--- src/hdl/imuca_pkg.sv ---
`timescale 1ns / 1ps
// shared types, constants and helper functions for the attitude estimator
package imuca_pkg;

  localparam int CORDIC_STEPS_DEF    = 16;
  localparam int ANGLE_FRAC_BITS_DEF = 16;

  // angle accumulator fraction bits inside the cordic
  localparam int ZFRAC = 24;

  localparam int CFG_INDEX_W = 8;
  localparam int CFG_DATA_W  = 26;
  localparam int GAIN_W      = 17;
  localparam int OFFSET_W    = 26;

  localparam logic [GAIN_W-1:0] GAIN_ONE   = 17'd65536;
  localparam logic [GAIN_W-1:0] GAIN_RESET = 17'd64225;

  localparam logic [CFG_INDEX_W-1:0] REG_BLEND_GAIN   = 8'd0;
  localparam logic [CFG_INDEX_W-1:0] REG_PITCH_OFFSET = 8'd1;
  localparam logic [CFG_INDEX_W-1:0] REG_ROLL_OFFSET  = 8'd2;
  localparam logic [CFG_INDEX_W-1:0] REG_YAW_OFFSET   = 8'd3;

  localparam logic signed [47:0] SAT_MAX = 48'sd2147483647;
  localparam logic signed [47:0] SAT_MIN = -48'sd2147483648;

  typedef struct packed {
    logic signed [15:0] accel_x;
    logic signed [15:0] accel_y;
    logic signed [15:0] accel_z;
    logic signed [15:0] rate_x;
    logic signed [15:0] rate_y;
    logic signed [15:0] rate_z;
  } sample_t;

  typedef struct packed {
    logic signed [31:0] pitch_out;
    logic signed [31:0] roll_out;
    logic signed [31:0] yaw_out;
  } attitude_t;

  function automatic logic signed [31:0] sat32(input logic signed [47:0] v);
    logic signed [31:0] r;
    if (v > SAT_MAX) begin
      r = 32'sh7fffffff;
    end else if (v < SAT_MIN) begin
      r = 32'sh80000000;
    end else begin
      r = v[31:0];
    end
    return r;
  endfunction

  // atan(2^-i) in degrees with ZFRAC fraction bits
  function automatic logic signed [33:0] atan_deg(input logic [4:0] i);
    logic signed [33:0] r;
    case (i)
      5'd0:  r = 34'sd754974720;
      5'd1:  r = 34'sd445687602;
      5'd2:  r = 34'sd235489088;
      5'd3:  r = 34'sd119537938;
      5'd4:  r = 34'sd60000934;
      5'd5:  r = 34'sd30029717;
      5'd6:  r = 34'sd15018523;
      5'd7:  r = 34'sd7509720;
      5'd8:  r = 34'sd3754917;
      5'd9:  r = 34'sd1877466;
      5'd10: r = 34'sd938734;
      5'd11: r = 34'sd469367;
      5'd12: r = 34'sd234684;
      5'd13: r = 34'sd117342;
      5'd14: r = 34'sd58671;
      5'd15: r = 34'sd29335;
      5'd16: r = 34'sd14668;
      5'd17: r = 34'sd7334;
      5'd18: r = 34'sd3667;
      5'd19: r = 34'sd1833;
      5'd20: r = 34'sd917;
      5'd21: r = 34'sd458;
      5'd22: r = 34'sd229;
      5'd23: r = 34'sd115;
      default: r = 34'sd0;
    endcase
    return r;
  endfunction

endpackage

--- src/hdl/imuca_cordic.sv ---
`timescale 1ns / 1ps
// iterative vectoring cordic, atan2(y, x) in degrees, one micro-rotation per cycle
module imuca_cordic #(
  parameter int CORDIC_STEPS    = imuca_pkg::CORDIC_STEPS_DEF,
  parameter int ANGLE_FRAC_BITS = imuca_pkg::ANGLE_FRAC_BITS_DEF
) (
  input  logic               clk,
  input  logic               rst,
  input  logic               start,
  input  logic signed [15:0] y_in,
  input  logic signed [15:0] x_in,
  output logic               done,
  output logic signed [31:0] angle
);
  import imuca_pkg::*;

  localparam int CW = (CORDIC_STEPS > 1) ? $clog2(CORDIC_STEPS) : 1;
  localparam logic [CW-1:0] LAST = CW'(CORDIC_STEPS - 1);
  localparam int ZSHIFT = ZFRAC - ANGLE_FRAC_BITS;
  localparam logic signed [33:0] ZHALF = 34'sd1 <<< (ZSHIFT - 1);
  localparam logic signed [33:0] Z90 = 34'sd1509949440;

  logic signed [33:0] x;
  logic signed [33:0] y;
  logic signed [33:0] z;
  logic [CW-1:0]      cnt;
  logic               active;
  logic               zero_vec;

  logic signed [33:0] xs;
  logic signed [33:0] ys;
  logic signed [33:0] dx;
  logic signed [33:0] dy;
  logic signed [33:0] zr;

  assign xs = 34'(x_in) <<< 14;
  assign ys = 34'(y_in) <<< 14;
  assign dx = y >>> cnt;
  assign dy = x >>> cnt;
  assign zr = (z + ZHALF) >>> ZSHIFT;
  assign angle = zero_vec ? 32'sd0 : 32'(zr);

  always_ff @(posedge clk) begin
    if (rst) begin
      active <= 1'b0;
      done   <= 1'b0;
      cnt    <= '0;
    end else begin
      done <= 1'b0;
      if (start) begin
        active <= 1'b1;
        cnt    <= '0;
      end else if (active) begin
        cnt <= cnt + 1'b1;
        if (cnt == LAST) begin
          active <= 1'b0;
          done   <= 1'b1;
        end
      end
    end
  end

  always_ff @(posedge clk) begin
    if (start) begin
      zero_vec <= (x_in == 16'sd0) && (y_in == 16'sd0);
      // left half plane: pre-rotate by a quarter turn
      if (xs < 0) begin
        if (ys >= 0) begin
          x <= ys;
          y <= -xs;
          z <= Z90;
        end else begin
          x <= -ys;
          y <= xs;
          z <= -Z90;
        end
      end else begin
        x <= xs;
        y <= ys;
        z <= '0;
      end
    end else if (active) begin
      if (y > 0) begin
        x <= x + dx;
        y <= y - dy;
        z <= z + atan_deg(5'(cnt));
      end else begin
        x <= x - dx;
        y <= y + dy;
        z <= z - atan_deg(5'(cnt));
      end
    end
  end

endmodule

--- src/hdl/imu_complementary_attitude.sv ---
`timescale 1ns / 1ps
// complementary-filter attitude estimator: gyro integration blended with accel angles
// a taken sample passes S_START_P, S_WAIT_P, S_START_R, S_WAIT_R, S_MUL_P, S_ADD_P,
// S_MUL_R, S_ADD_R and S_DONE; one sample at a time, paced by the shared cordic unit
// that runs the pitch and roll atan2 one after the other; sample_stall is high meanwhile
// a finished result waits in the output register while the next sample is taken
// reset (rst, synchronous): estimates cleared, gain 64225, offsets zero, no result pending
module imu_complementary_attitude #(
  parameter int CORDIC_STEPS    = imuca_pkg::CORDIC_STEPS_DEF,
  parameter int ANGLE_FRAC_BITS = imuca_pkg::ANGLE_FRAC_BITS_DEF
) (
  input  logic                                  clk,
  input  logic                                  rst,
  input  logic                                  sample_valid,
  output logic                                  sample_stall,
  input  imuca_pkg::sample_t                    sample,
  output logic                                  attitude_valid,
  input  logic                                  attitude_stall,
  output imuca_pkg::attitude_t                  attitude,
  input  logic                                  cfg_valid,
  output logic                                  cfg_ready,
  input  logic [imuca_pkg::CFG_INDEX_W-1:0]     cfg_index,
  input  logic [imuca_pkg::CFG_DATA_W-1:0]      cfg_data
);
  import imuca_pkg::*;

  typedef enum logic [9:0] {
    S_IDLE    = 10'b00_0000_0001,
    S_START_P = 10'b00_0000_0010,
    S_WAIT_P  = 10'b00_0000_0100,
    S_START_R = 10'b00_0000_1000,
    S_WAIT_R  = 10'b00_0001_0000,
    S_MUL_P   = 10'b00_0010_0000,
    S_ADD_P   = 10'b00_0100_0000,
    S_MUL_R   = 10'b00_1000_0000,
    S_ADD_R   = 10'b01_0000_0000,
    S_DONE    = 10'b10_0000_0000
  } state_t;

  state_t state;
  state_t state_next;

  logic [GAIN_W-1:0]          blend_gain;
  logic signed [OFFSET_W-1:0] pitch_offset;
  logic signed [OFFSET_W-1:0] roll_offset;
  logic signed [OFFSET_W-1:0] yaw_offset;

  logic signed [31:0] pitch_est;
  logic signed [31:0] roll_est;
  logic signed [31:0] yaw_est;

  logic signed [15:0] accel_x;
  logic signed [15:0] accel_y;
  logic signed [15:0] accel_z;
  logic signed [31:0] gyro_pitch;
  logic signed [31:0] gyro_roll;
  logic signed [31:0] gyro_yaw;
  logic signed [31:0] acc_pitch;
  logic signed [31:0] acc_roll;
  logic signed [50:0] prod;

  logic               take;
  logic               out_load;
  logic               cordic_start;
  logic               cordic_done;
  logic signed [15:0] cordic_y;
  logic signed [31:0] cordic_angle;

  logic signed [47:0] inc_x;
  logic signed [47:0] inc_y;
  logic signed [47:0] inc_z;
  logic [GAIN_W-1:0]  gain_eff;
  logic signed [31:0] sel_gyro;
  logic signed [31:0] sel_acc;
  logic signed [32:0] diff;
  logic signed [51:0] bsum;
  logic signed [31:0] blended;

  // floor(rate * 10 * 2^frac / 2^15)
  function automatic logic signed [47:0] rate_inc(input logic signed [15:0] r);
    logic signed [47:0] w;
    w = (48'(r) * 48'sd10) <<< ANGLE_FRAC_BITS;
    return w >>> 15;
  endfunction

  assign inc_x = rate_inc(sample.rate_x);
  assign inc_y = rate_inc(sample.rate_y);
  assign inc_z = rate_inc(sample.rate_z);

  assign take         = sample_valid && !sample_stall;
  assign sample_stall = (state != S_IDLE);
  assign cfg_ready    = 1'b1;
  assign out_load     = (state == S_DONE) && (!attitude_valid || !attitude_stall);

  // pitch uses atan2(ay, az), roll uses atan2(ax, az)
  assign cordic_start = (state == S_START_P) || (state == S_START_R);
  assign cordic_y     = (state == S_START_P) ? accel_y : accel_x;

  imuca_cordic #(
    .CORDIC_STEPS    (CORDIC_STEPS),
    .ANGLE_FRAC_BITS (ANGLE_FRAC_BITS)
  ) u_cordic (
    .clk   (clk),
    .rst   (rst),
    .start (cordic_start),
    .y_in  (cordic_y),
    .x_in  (accel_z),
    .done  (cordic_done),
    .angle (cordic_angle)
  );

  // g*gyro + (1-g)*acc rewritten as acc + g*(gyro - acc), one shared multiplier
  assign gain_eff = (blend_gain > GAIN_ONE) ? GAIN_ONE : blend_gain;
  assign sel_gyro = ((state == S_MUL_P) || (state == S_ADD_P)) ? gyro_pitch : gyro_roll;
  assign sel_acc  = ((state == S_MUL_P) || (state == S_ADD_P)) ? acc_pitch : acc_roll;
  assign diff     = 33'(sel_gyro) - 33'(sel_acc);
  assign bsum     = (52'(sel_acc) <<< 16) + 52'(prod) + 52'sd32768;
  assign blended  = sat32(48'(bsum >>> 16));

  always_comb begin
    state_next = state;
    unique case (state)
      S_IDLE:    if (take) state_next = S_START_P;
      S_START_P: state_next = S_WAIT_P;
      S_WAIT_P:  if (cordic_done) state_next = S_START_R;
      S_START_R: state_next = S_WAIT_R;
      S_WAIT_R:  if (cordic_done) state_next = S_MUL_P;
      S_MUL_P:   state_next = S_ADD_P;
      S_ADD_P:   state_next = S_MUL_R;
      S_MUL_R:   state_next = S_ADD_R;
      S_ADD_R:   state_next = S_DONE;
      S_DONE:    if (out_load) state_next = S_IDLE;
      default:   state_next = S_IDLE;
    endcase
  end

  always_ff @(posedge clk) begin
    if (rst) begin
      state          <= S_IDLE;
      attitude_valid <= 1'b0;
      blend_gain     <= GAIN_RESET;
      pitch_offset   <= '0;
      roll_offset    <= '0;
      yaw_offset     <= '0;
      pitch_est      <= '0;
      roll_est       <= '0;
      yaw_est        <= '0;
    end else begin
      state <= state_next;
      if (out_load) begin
        attitude_valid <= 1'b1;
      end else if (!attitude_stall) begin
        attitude_valid <= 1'b0;
      end
      if (cfg_valid && cfg_ready) begin
        unique case (cfg_index)
          REG_BLEND_GAIN:   blend_gain   <= cfg_data[GAIN_W-1:0];
          REG_PITCH_OFFSET: pitch_offset <= cfg_data;
          REG_ROLL_OFFSET:  roll_offset  <= cfg_data;
          REG_YAW_OFFSET:   yaw_offset   <= cfg_data;
          default: ;
        endcase
      end
      if (state == S_ADD_P) pitch_est <= blended;
      if (state == S_ADD_R) roll_est <= blended;
      if (out_load) yaw_est <= gyro_yaw;
    end
  end

  always_ff @(posedge clk) begin
    if (take) begin
      accel_x    <= sample.accel_x;
      accel_y    <= sample.accel_y;
      accel_z    <= sample.accel_z;
      gyro_pitch <= sat32(48'(pitch_est) + inc_x);
      gyro_roll  <= sat32(48'(roll_est) + inc_y);
      gyro_yaw   <= sat32(48'(yaw_est) + inc_z);
    end
    if ((state == S_WAIT_P) && cordic_done) acc_pitch <= cordic_angle;
    if ((state == S_WAIT_R) && cordic_done) acc_roll <= cordic_angle;
    if ((state == S_MUL_P) || (state == S_MUL_R)) begin
      prod <= $signed({1'b0, gain_eff}) * diff;
    end
    if (out_load) begin
      attitude.pitch_out <= sat32(48'(pitch_est) - 48'(pitch_offset));
      attitude.roll_out  <= sat32(48'(roll_est) - 48'(roll_offset));
      attitude.yaw_out   <= sat32(48'(gyro_yaw) - 48'(yaw_offset));
    end
  end

endmodule

--- config.mk ---
export PLATFORM = sky130hd
export DESIGN_NAME = imu_complementary_attitude
export DESIGN_NICKNAME = d
export VERILOG_FILES = /design/src/hdl/imuca_pkg.sv /design/src/hdl/imuca_cordic.sv /design/src/hdl/imu_complementary_attitude.sv
export SDC_FILE = /design/constraint.sdc
export NUM_CORES = 2
export LEC_CHECK = 0
export BUFFER_PORTS_ARGS = -buffer_cell sky130_fd_sc_hd__buf_2
export CAP_MARGIN = 30
export CORE_ASPECT_RATIO = 0.8
export CORE_MARGIN = 2
export CORE_UTILIZATION = 65
export CTS_CLUSTER_DIAMETER = 120
export CTS_CLUSTER_SIZE = 40
export DETAILED_ROUTE_END_ITERATION = 6
export PLACE_DENSITY = 0.89
export SLEW_MARGIN = 20
export SYNTH_ARGS = -nofsm -noshare
export SYNTH_HDL_FRONTEND = slang
export SYNTH_SLANG_ARGS = --single-unit
--- constraint.sdc ---
create_clock -name clk -period 12.99 [get_ports clk]
set_clock_uncertainty 0.05 [all_clocks]
set_input_delay 0 -clock clk [delete_from_list [all_inputs] [get_ports clk]]
set_output_delay 0 -clock clk [all_outputs]
set_load 0.01 [all_outputs]
# Yosys cells after proc, flatten, opt, wreduce, memory -nomap -nowiden
# Memories as Yosys holds them, arrays and structs flattened. A register that Yosys moved wholly into a read port is not among the register bits.
# Cells that the tools add are included.
# W data, S select, Z words.
[totals]
register_bits = 666
rom_bits = 960
input_bits = 135
out_inout_bits = 99
wordCells = 166
mem_count = 2
[op_classes]
addsub = 19
multipliers = 4
order_cmp = 18
eq_ne = 20
shifts = 2
n_mux = 49
bitwise_logic = 1
n_reduce_logical = 23
[memory_table]
columns = ["memory", "depth", "word_bits", "read_ports", "rd_ports_with_merged_regs", "write_ports", "line_no", "text"]
rows = [
  ["(name not given)", 16, 30, 1, 1, 0, "imuca_pkg.sv:57", "case (i)"],
  ["(name not given)", 16, 30, 1, 1, 0, "imuca_pkg.sv:57", ""],
]
[ops]
columns = ["op", "n"]
rows = [
  ["$mux W34", 21],
  ["$mux W32", 11],
  ["$gt A33 B32 Y1 const B", 6],
  ["$lt A33 B32 Y1 const B", 6],
  ["$add A34 B34 Y34", 3],
  ["$sub A34 B34 Y34", 3],
  ["$pmux W10 S10", 1],
  ["$add A32 B22 Y33", 3],
  ["$sub A32 B26 Y33", 3],
  ["$neg A30 Y34", 2],
  ["$sshr A34 B4 Y34", 2],
  ["$mul A16 B4 Y20 const B", 3],
  ["$add A48 B51 Y52", 1],
  ["$add A52 B17 Y52 const B", 1],
  ["$mul A18 B33 Y51", 1],
  ["$mux W10", 4],
  ["$gt A36 B32 Y1 const B", 1],
  ["$lt A36 B32 Y1 const B", 1],
  ["$add A34 B9 Y34 const B", 1],
  ["$gt A34 B1 Y1 const B", 1],
  ["$sub A32 B32 Y33", 1],
  ["$logic_not A16 Y1", 2],
  ["$ge A30 B1 Y1 const B", 1],
  ["$lt A30 B1 Y1 const B", 1],
  ["other kinds (32)", 56],
]

# Longest topological paths before layout
[depth]
word_depth = 8
depth_mapped = 44
depth_no_buf = 42

# Cells and area by module
# A second synthesis with hierarchy kept.
[hier_totals]
hier_cells = 8101
hier_area_um2 = 71944.0
[modules_own_cells]
columns = ["mod", "n_inst", "cells_each", "area_per_inst_um2", "seq_area_each_um2"]
rows = [
  ["imu_complementary_attitude", 1, 6000, 54522.3, 14253.7],
  ["imuca_cordic", 1, 2101, 17421.7, 3813.7],
]

# Worst setup path after synthesis
# No wires, ideal clock.
[synth_timing]
path_type = "register to register"
startpoint = "register state[9]"
endpoint = "register prod[50] (data pin)"
setup_time_ps = 260
arrival_time_ps = 11056
required_time_ps = 12680
setup_slack_ps = 1624
stages_incl_launch_ff = 41
synth_period_minus_slack_ps = 11366
path_cell_list = "dfxtp_1 -> or4_1 -> or3_1 -> clkbuf_1 -> o41ai_1 -> clkbuf_1 -> mux2_2 -> fa_1 -> a21o_1 -> a21o_1 -> a211oi_1 -> o21ai_1 -> or4_1 -> a31oi_1 -> o21ai_0 -> a21o_1 -> a21oi_1 -> xor2_1 -> [5 not listed] -> inv_1 -> fa_1 -> fa_1 -> inv_1 -> fa_1 -> inv_1 -> ha_1 -> a21oi_1 -> o21ai_0 -> a21oi_1 -> o21ai_0 -> a22o_1 -> a311o_1 -> a22o_1 -> a41o_1 -> nor4_1 -> nor3_1 -> xnor2_1"
[synth_between]
elab_chain_cells = 5
word_cells_on_any_way = 7
[synth_rtl]
columns = ["element", "line_no", "text"]
rows = [
  ["from (decl)", "imu_complementary_attitude.sv:40", "state_t state;"],
  ["from (signal assigned)", "imu_complementary_attitude.sv:149", "state <= state_next;"],
  ["$eq A10 B6 Y1 or $eq A10 B7 Y1 (tied branches)", "imu_complementary_attitude.sv:114, imu_complementary_attitude.sv:115", ""],
  ["$logic_or A1 B1 Y1 (*)", "imu_complementary_attitude.sv:114, imu_complementary_attitude.sv:115", ""],
  ["$mux W32, on equally long branches", "imu_complementary_attitude.sv:114, imu_complementary_attitude.sv:115", ""],
  ["$sub A32 B32 Y33 (*)", "imu_complementary_attitude.sv:116", "assign diff = 33'(sel_gyro) - 33'(sel_acc);"],
  ["$mul A18 B33 Y51 (*)", "imu_complementary_attitude.sv:182", "prod <= $signed({1'b0, gain_eff}) * diff;"],
  ["to (signal assigned)", "imu_complementary_attitude.sv:182", ""],
  ["to (decl)", "imu_complementary_attitude.sv:60", "logic signed [50:0] prod;"],
]
# Mark *: on every way between the ends. The rest lies on a longest branch, timed or not.
# A chain may end at the register's enable or synchronous reset.

# Worst setup path in the final report
# Same ends and word-level chain as after synthesis.

==> results.txt <==
After detailed routing, the total wire length is 218.0 mm. Following the worst setup path forward leads to its endpoint at prod[50]. Input and output buffers added on the ports amount to roughly 230. The area growth from synthesis to layout came out at 6.697%. The type of the tightest min-delay check is primary input to flop. The final route contains slightly above 60000 vias.

Clock-pin slew was measured on the worst setup and hold paths at 0.16 ns. The final number of hold-violating endpoints is 5. For the pin with the worst max-slew slack, the measured transition is about 1.1 ns. The largest driver fanout on the critical path is 8.

Dividing the detail-routed via count by the number of cells gives roughly 6.5. The master cell of the clock root buffer is sky130_fd_sc_hd__clkbuf_16. The cell area that synthesis handed to floorplanning was about 70000 sq um. The number of global-route vias before repair came out at a little under 60000. The count of clock tree sinks is about 670. Tracing the worst setup path back leads to its startpoint at state[9]. The clock buffer count from CTS is 22.

The H-tree depth is 1. The maximum number of pins on one net before global-route repair is between 90 and 100. Setup repair after global routing left no endpoint under its margin. The total routing resource utilization after global routing is 0.3909.

The run finished, with violations left. The number of antenna violations at the first check in global routing came to 9. By area the synthesized netlist is led by sky130_fd_sc_hd__edfxtp_1 19%, sky130_fd_sc_hd__fa_1 16%, sky130_fd_sc_hd__ha_1 10%. The detailed placement HPWL came out at approximately 170 mm. In this run the tightest slew margin relative to its limit is 0.2667. The global-route wire length before repair came out at approximately 340 mm. The overall die height is ~300 um. The number of top-level pins is between 200 and 250.

In the post-synthesis netlist, the cell with the most instances is sky130_fd_sc_hd__nand2_1. The post-synthesis register bit count came out at about 670. The worst setup path is captured at a flop. The final period demand of the worst path is roughly 12 ns. The startpoint identified for the worst register-to-register timing path is state[9].

Max-cap violations in this run came to 0. Synthesis produced a netlist with a net count of 9093. In this design, the stage delay of the slowest critical-path cell is ~0.56 ns. The synthesized instance count came out at between 7000 and 8000.

The final reports fail on DRC, hold timing. The beginning of the worst hold path is cfg_index[3]. TritonCTS built the clock tree. Routability-driven placement finished with a final weighted congestion of 1.064. For the worst flop-to-flop path, the logic depth is 41.

Based on the critical path, the design can be clocked at up to ~81 MHz. For this run, the detailed router's first-pass iteration total came to 7. From left edge to right edge, the die measures between 300 and 400 um.

For this run, design rule violations remaining after detail routing come to 34. Data on the critical path arrives at its endpoint at 12.73 ns. The proportion of synthesized chip area in sequential cells came out at 0.2537.

The final global-route overflow total is 0. The core utilization of the finished layout came out at 0.6996. The dominant register cell in the synthesized netlist is sky130_fd_sc_hd__edfxtp_1.

The required time reported for the critical path endpoint is between 10 and 15 ns. The endpoint identified for the worst register-to-register timing path is prod[50]. The count of warnings emitted by yosys came out at 0.

Clock latency on the worst-skew pair, taken at its later pin, is 0.67 ns. The final-layout worst hold slack came out at -0.04944 ns. The number of buffers on the longest clock path came out at 3. The DRC violation total after the first TritonRoute iteration is between 8000 and 9000.

After synthesis, the most frequently instantiated cells are 924 x sky130_fd_sc_hd__nand2_1, 891 x sky130_fd_sc_hd__inv_1, 652 x sky130_fd_sc_hd__nor2_1, 629 x sky130_fd_sc_hd__a21oi_1, 573 x sky130_fd_sc_hd__ha_1. The fraction of layout instances using a drive strength above 1 came out at 0.07485. The number of enable-type register cells in the synthesized netlist came out at 431.

The floorplan has roughly 110 rows. The setup path with the least slack is of type flop to flop. Averaged over all synthesized cells, the footprint is between 8 and 9 sq um. The max-slew violation count is 0. The post-route clock period utilization came out at 0.9509.

The floorplan die area came out at 110000 sq um. The library cell appearing most often on the critical path is sky130_fd_sc_hd__fa_1. Of the post-synthesis cell area, the dominant cell type holds 0.1855.

The biggest area contributor in the post-synthesis netlist is sky130_fd_sc_hd__edfxtp_1. The starting density of the core came out at 0.6557. Among all stages on the critical path, the largest delay is contributed by sky130_fd_sc_hd__or4_1. The core outline area is between 100000 and 150000 sq um. The total negative slack for setup checks is 0 ns. The count of nets left with antenna violations after detail routing is 0. The detail-routed net length per standard cell came out at 23.08 um. The net count of the finished layout is between 9000 and 10000. The slack of the worst reg-to-reg path came out at 0.64 ns. The count of distinct cell types in the synthesized netlist is between 90 and 100. The proportion of synthesized flip-flops having asynchronous set or reset is 0.

The worst setup path is launched from a flop. Setup violations remaining at the end of the flow were counted as 0.
## worst min path at each step
| stage | endpoint | slack (ns) | cells past startpoint |
|---|---|---|---|
| after floorplan | accel_x[0] | 0.05 | 0 |
| after global placement | accel_y[1] | 0.13 | 1 |
| after detailed placement | accel_z[14] | 0.13 | 1 |
| after CTS | accel_y[3] | 0.002 | 2 |
| after global routing | yaw_offset[11] | 0.004 | 5 |
| final | yaw_offset[11] | -0.05 | 5 |
## placed cells by master, fill, tap and decap left out, types with 95 or more instances in the layout
master	n
sky130_fd_sc_hd__a21oi_1	625
sky130_fd_sc_hd__inv_1	891
sky130_fd_sc_hd__fa_1	548
sky130_fd_sc_hd__xor2_1	198
sky130_fd_sc_hd__ha_1	573
sky130_fd_sc_hd__buf_2	234
sky130_fd_sc_hd__dfxtp_1	234
sky130_fd_sc_hd__edfxtp_1	431
sky130_fd_sc_hd__xnor2_1	316
sky130_fd_sc_hd__a211oi_1	100
sky130_fd_sc_hd__nor2_1	650
sky130_fd_sc_hd__nand2_1	924
sky130_fd_sc_hd__a21o_1	218
sky130_fd_sc_hd__and2_1	95
sky130_fd_sc_hd__dlygate4sd3_1	112
sky130_fd_sc_hd__nor3_1	97
sky130_fd_sc_hd__o21ai_0	359
sky130_fd_sc_hd__nand3_1	106
## timing repair
action                     4_1_cts  5_1_grt
setup endpoints to repair        0       12
hold endpoints to repair       217        0
buffers inserted                 0        1
hold buffers                   112        0
resized for setup                0        5
## flip-flops by register name, summed over array words and instances (netlist names), 17 cells and up, named ones only
| name | count |
|---|---|
| u_cordic.z | 34 |
| u_cordic.y | 34 |
| prod | 36 |
| yaw_offset | 26 |
| acc_roll | 26 |
| pitch_est | 32 |
| blend_gain | 17 |
| gyro_roll | 32 |
| roll_est | 32 |
| u_cordic.x | 34 |
| pitch_offset | 26 |
| roll_offset | 26 |
| acc_pitch | 26 |
| gyro_yaw | 32 |
| attitude | 96 |
| gyro_pitch | 32 |
| yaw_est | 32 |
## layout make-up
cell class	count	area, sq um
multi-input cells	5960	47650
fillers	7948	31970
flip-flops and latches	669	17720
inverters	895	3361
repair buffers	452	3204
well taps	1417	1773
clock buffers	36	624.3
clock inverters	4	96.34
diodes	11	27.53
## worst max-delay path, delay by kind of cell, from the launching register on
kind	cells	cell delay (ns)
fa+ha+maj	9	4.22
compound gates	17	3.98
simple gates	6	1.96
buf+inv	6	0.82
xor+xnor	2	0.43
flops	1	0.39
mux	1	0.30
## kinds of logic after synthesis
kind of cell / share of synthesized area
AND/OR/NAND/NOR: 0.1499
adder cells (fa/ha/maj): 0.2660
buffers and inverters: 0.06623
multiplexers: 0.04362
other: 0.00005374
flip-flops: 0.2537
XOR/XNOR: 0.06550
AO/OA/AOI/OAI: 0.1550
## stage by stage
step / setup slack, ns / instance area, sq um / hold slack [ns] / cells
6_report: 0.6377 / 74460 / -0.04944 / 9444
5_1_grt: 0.01364 / 74430 / 0.003982 / 9434
4_1_cts: 0.4109 / 74230 / 0.001868 / 9420
3_5_place_dp: 0.5220 / 72380 / 0.1284 / 9268
3_3_place_gp: 0.8496 / 72270 / 0.1269 / 9259
2_1_floorplan: 1.624 / 69790 / 0.04887 / 7837
## layer usage
metal	track usage	wire [um]
met4	0.1397	10280
met3	0.1254	32060
met1	0.5588	86540
met5	0.01093	209
met2	0.5548	88870
Power is left out: the tool's default activity adds up to more than one toggle a clock period on the data nets, which glitch-free logic cannot reach.
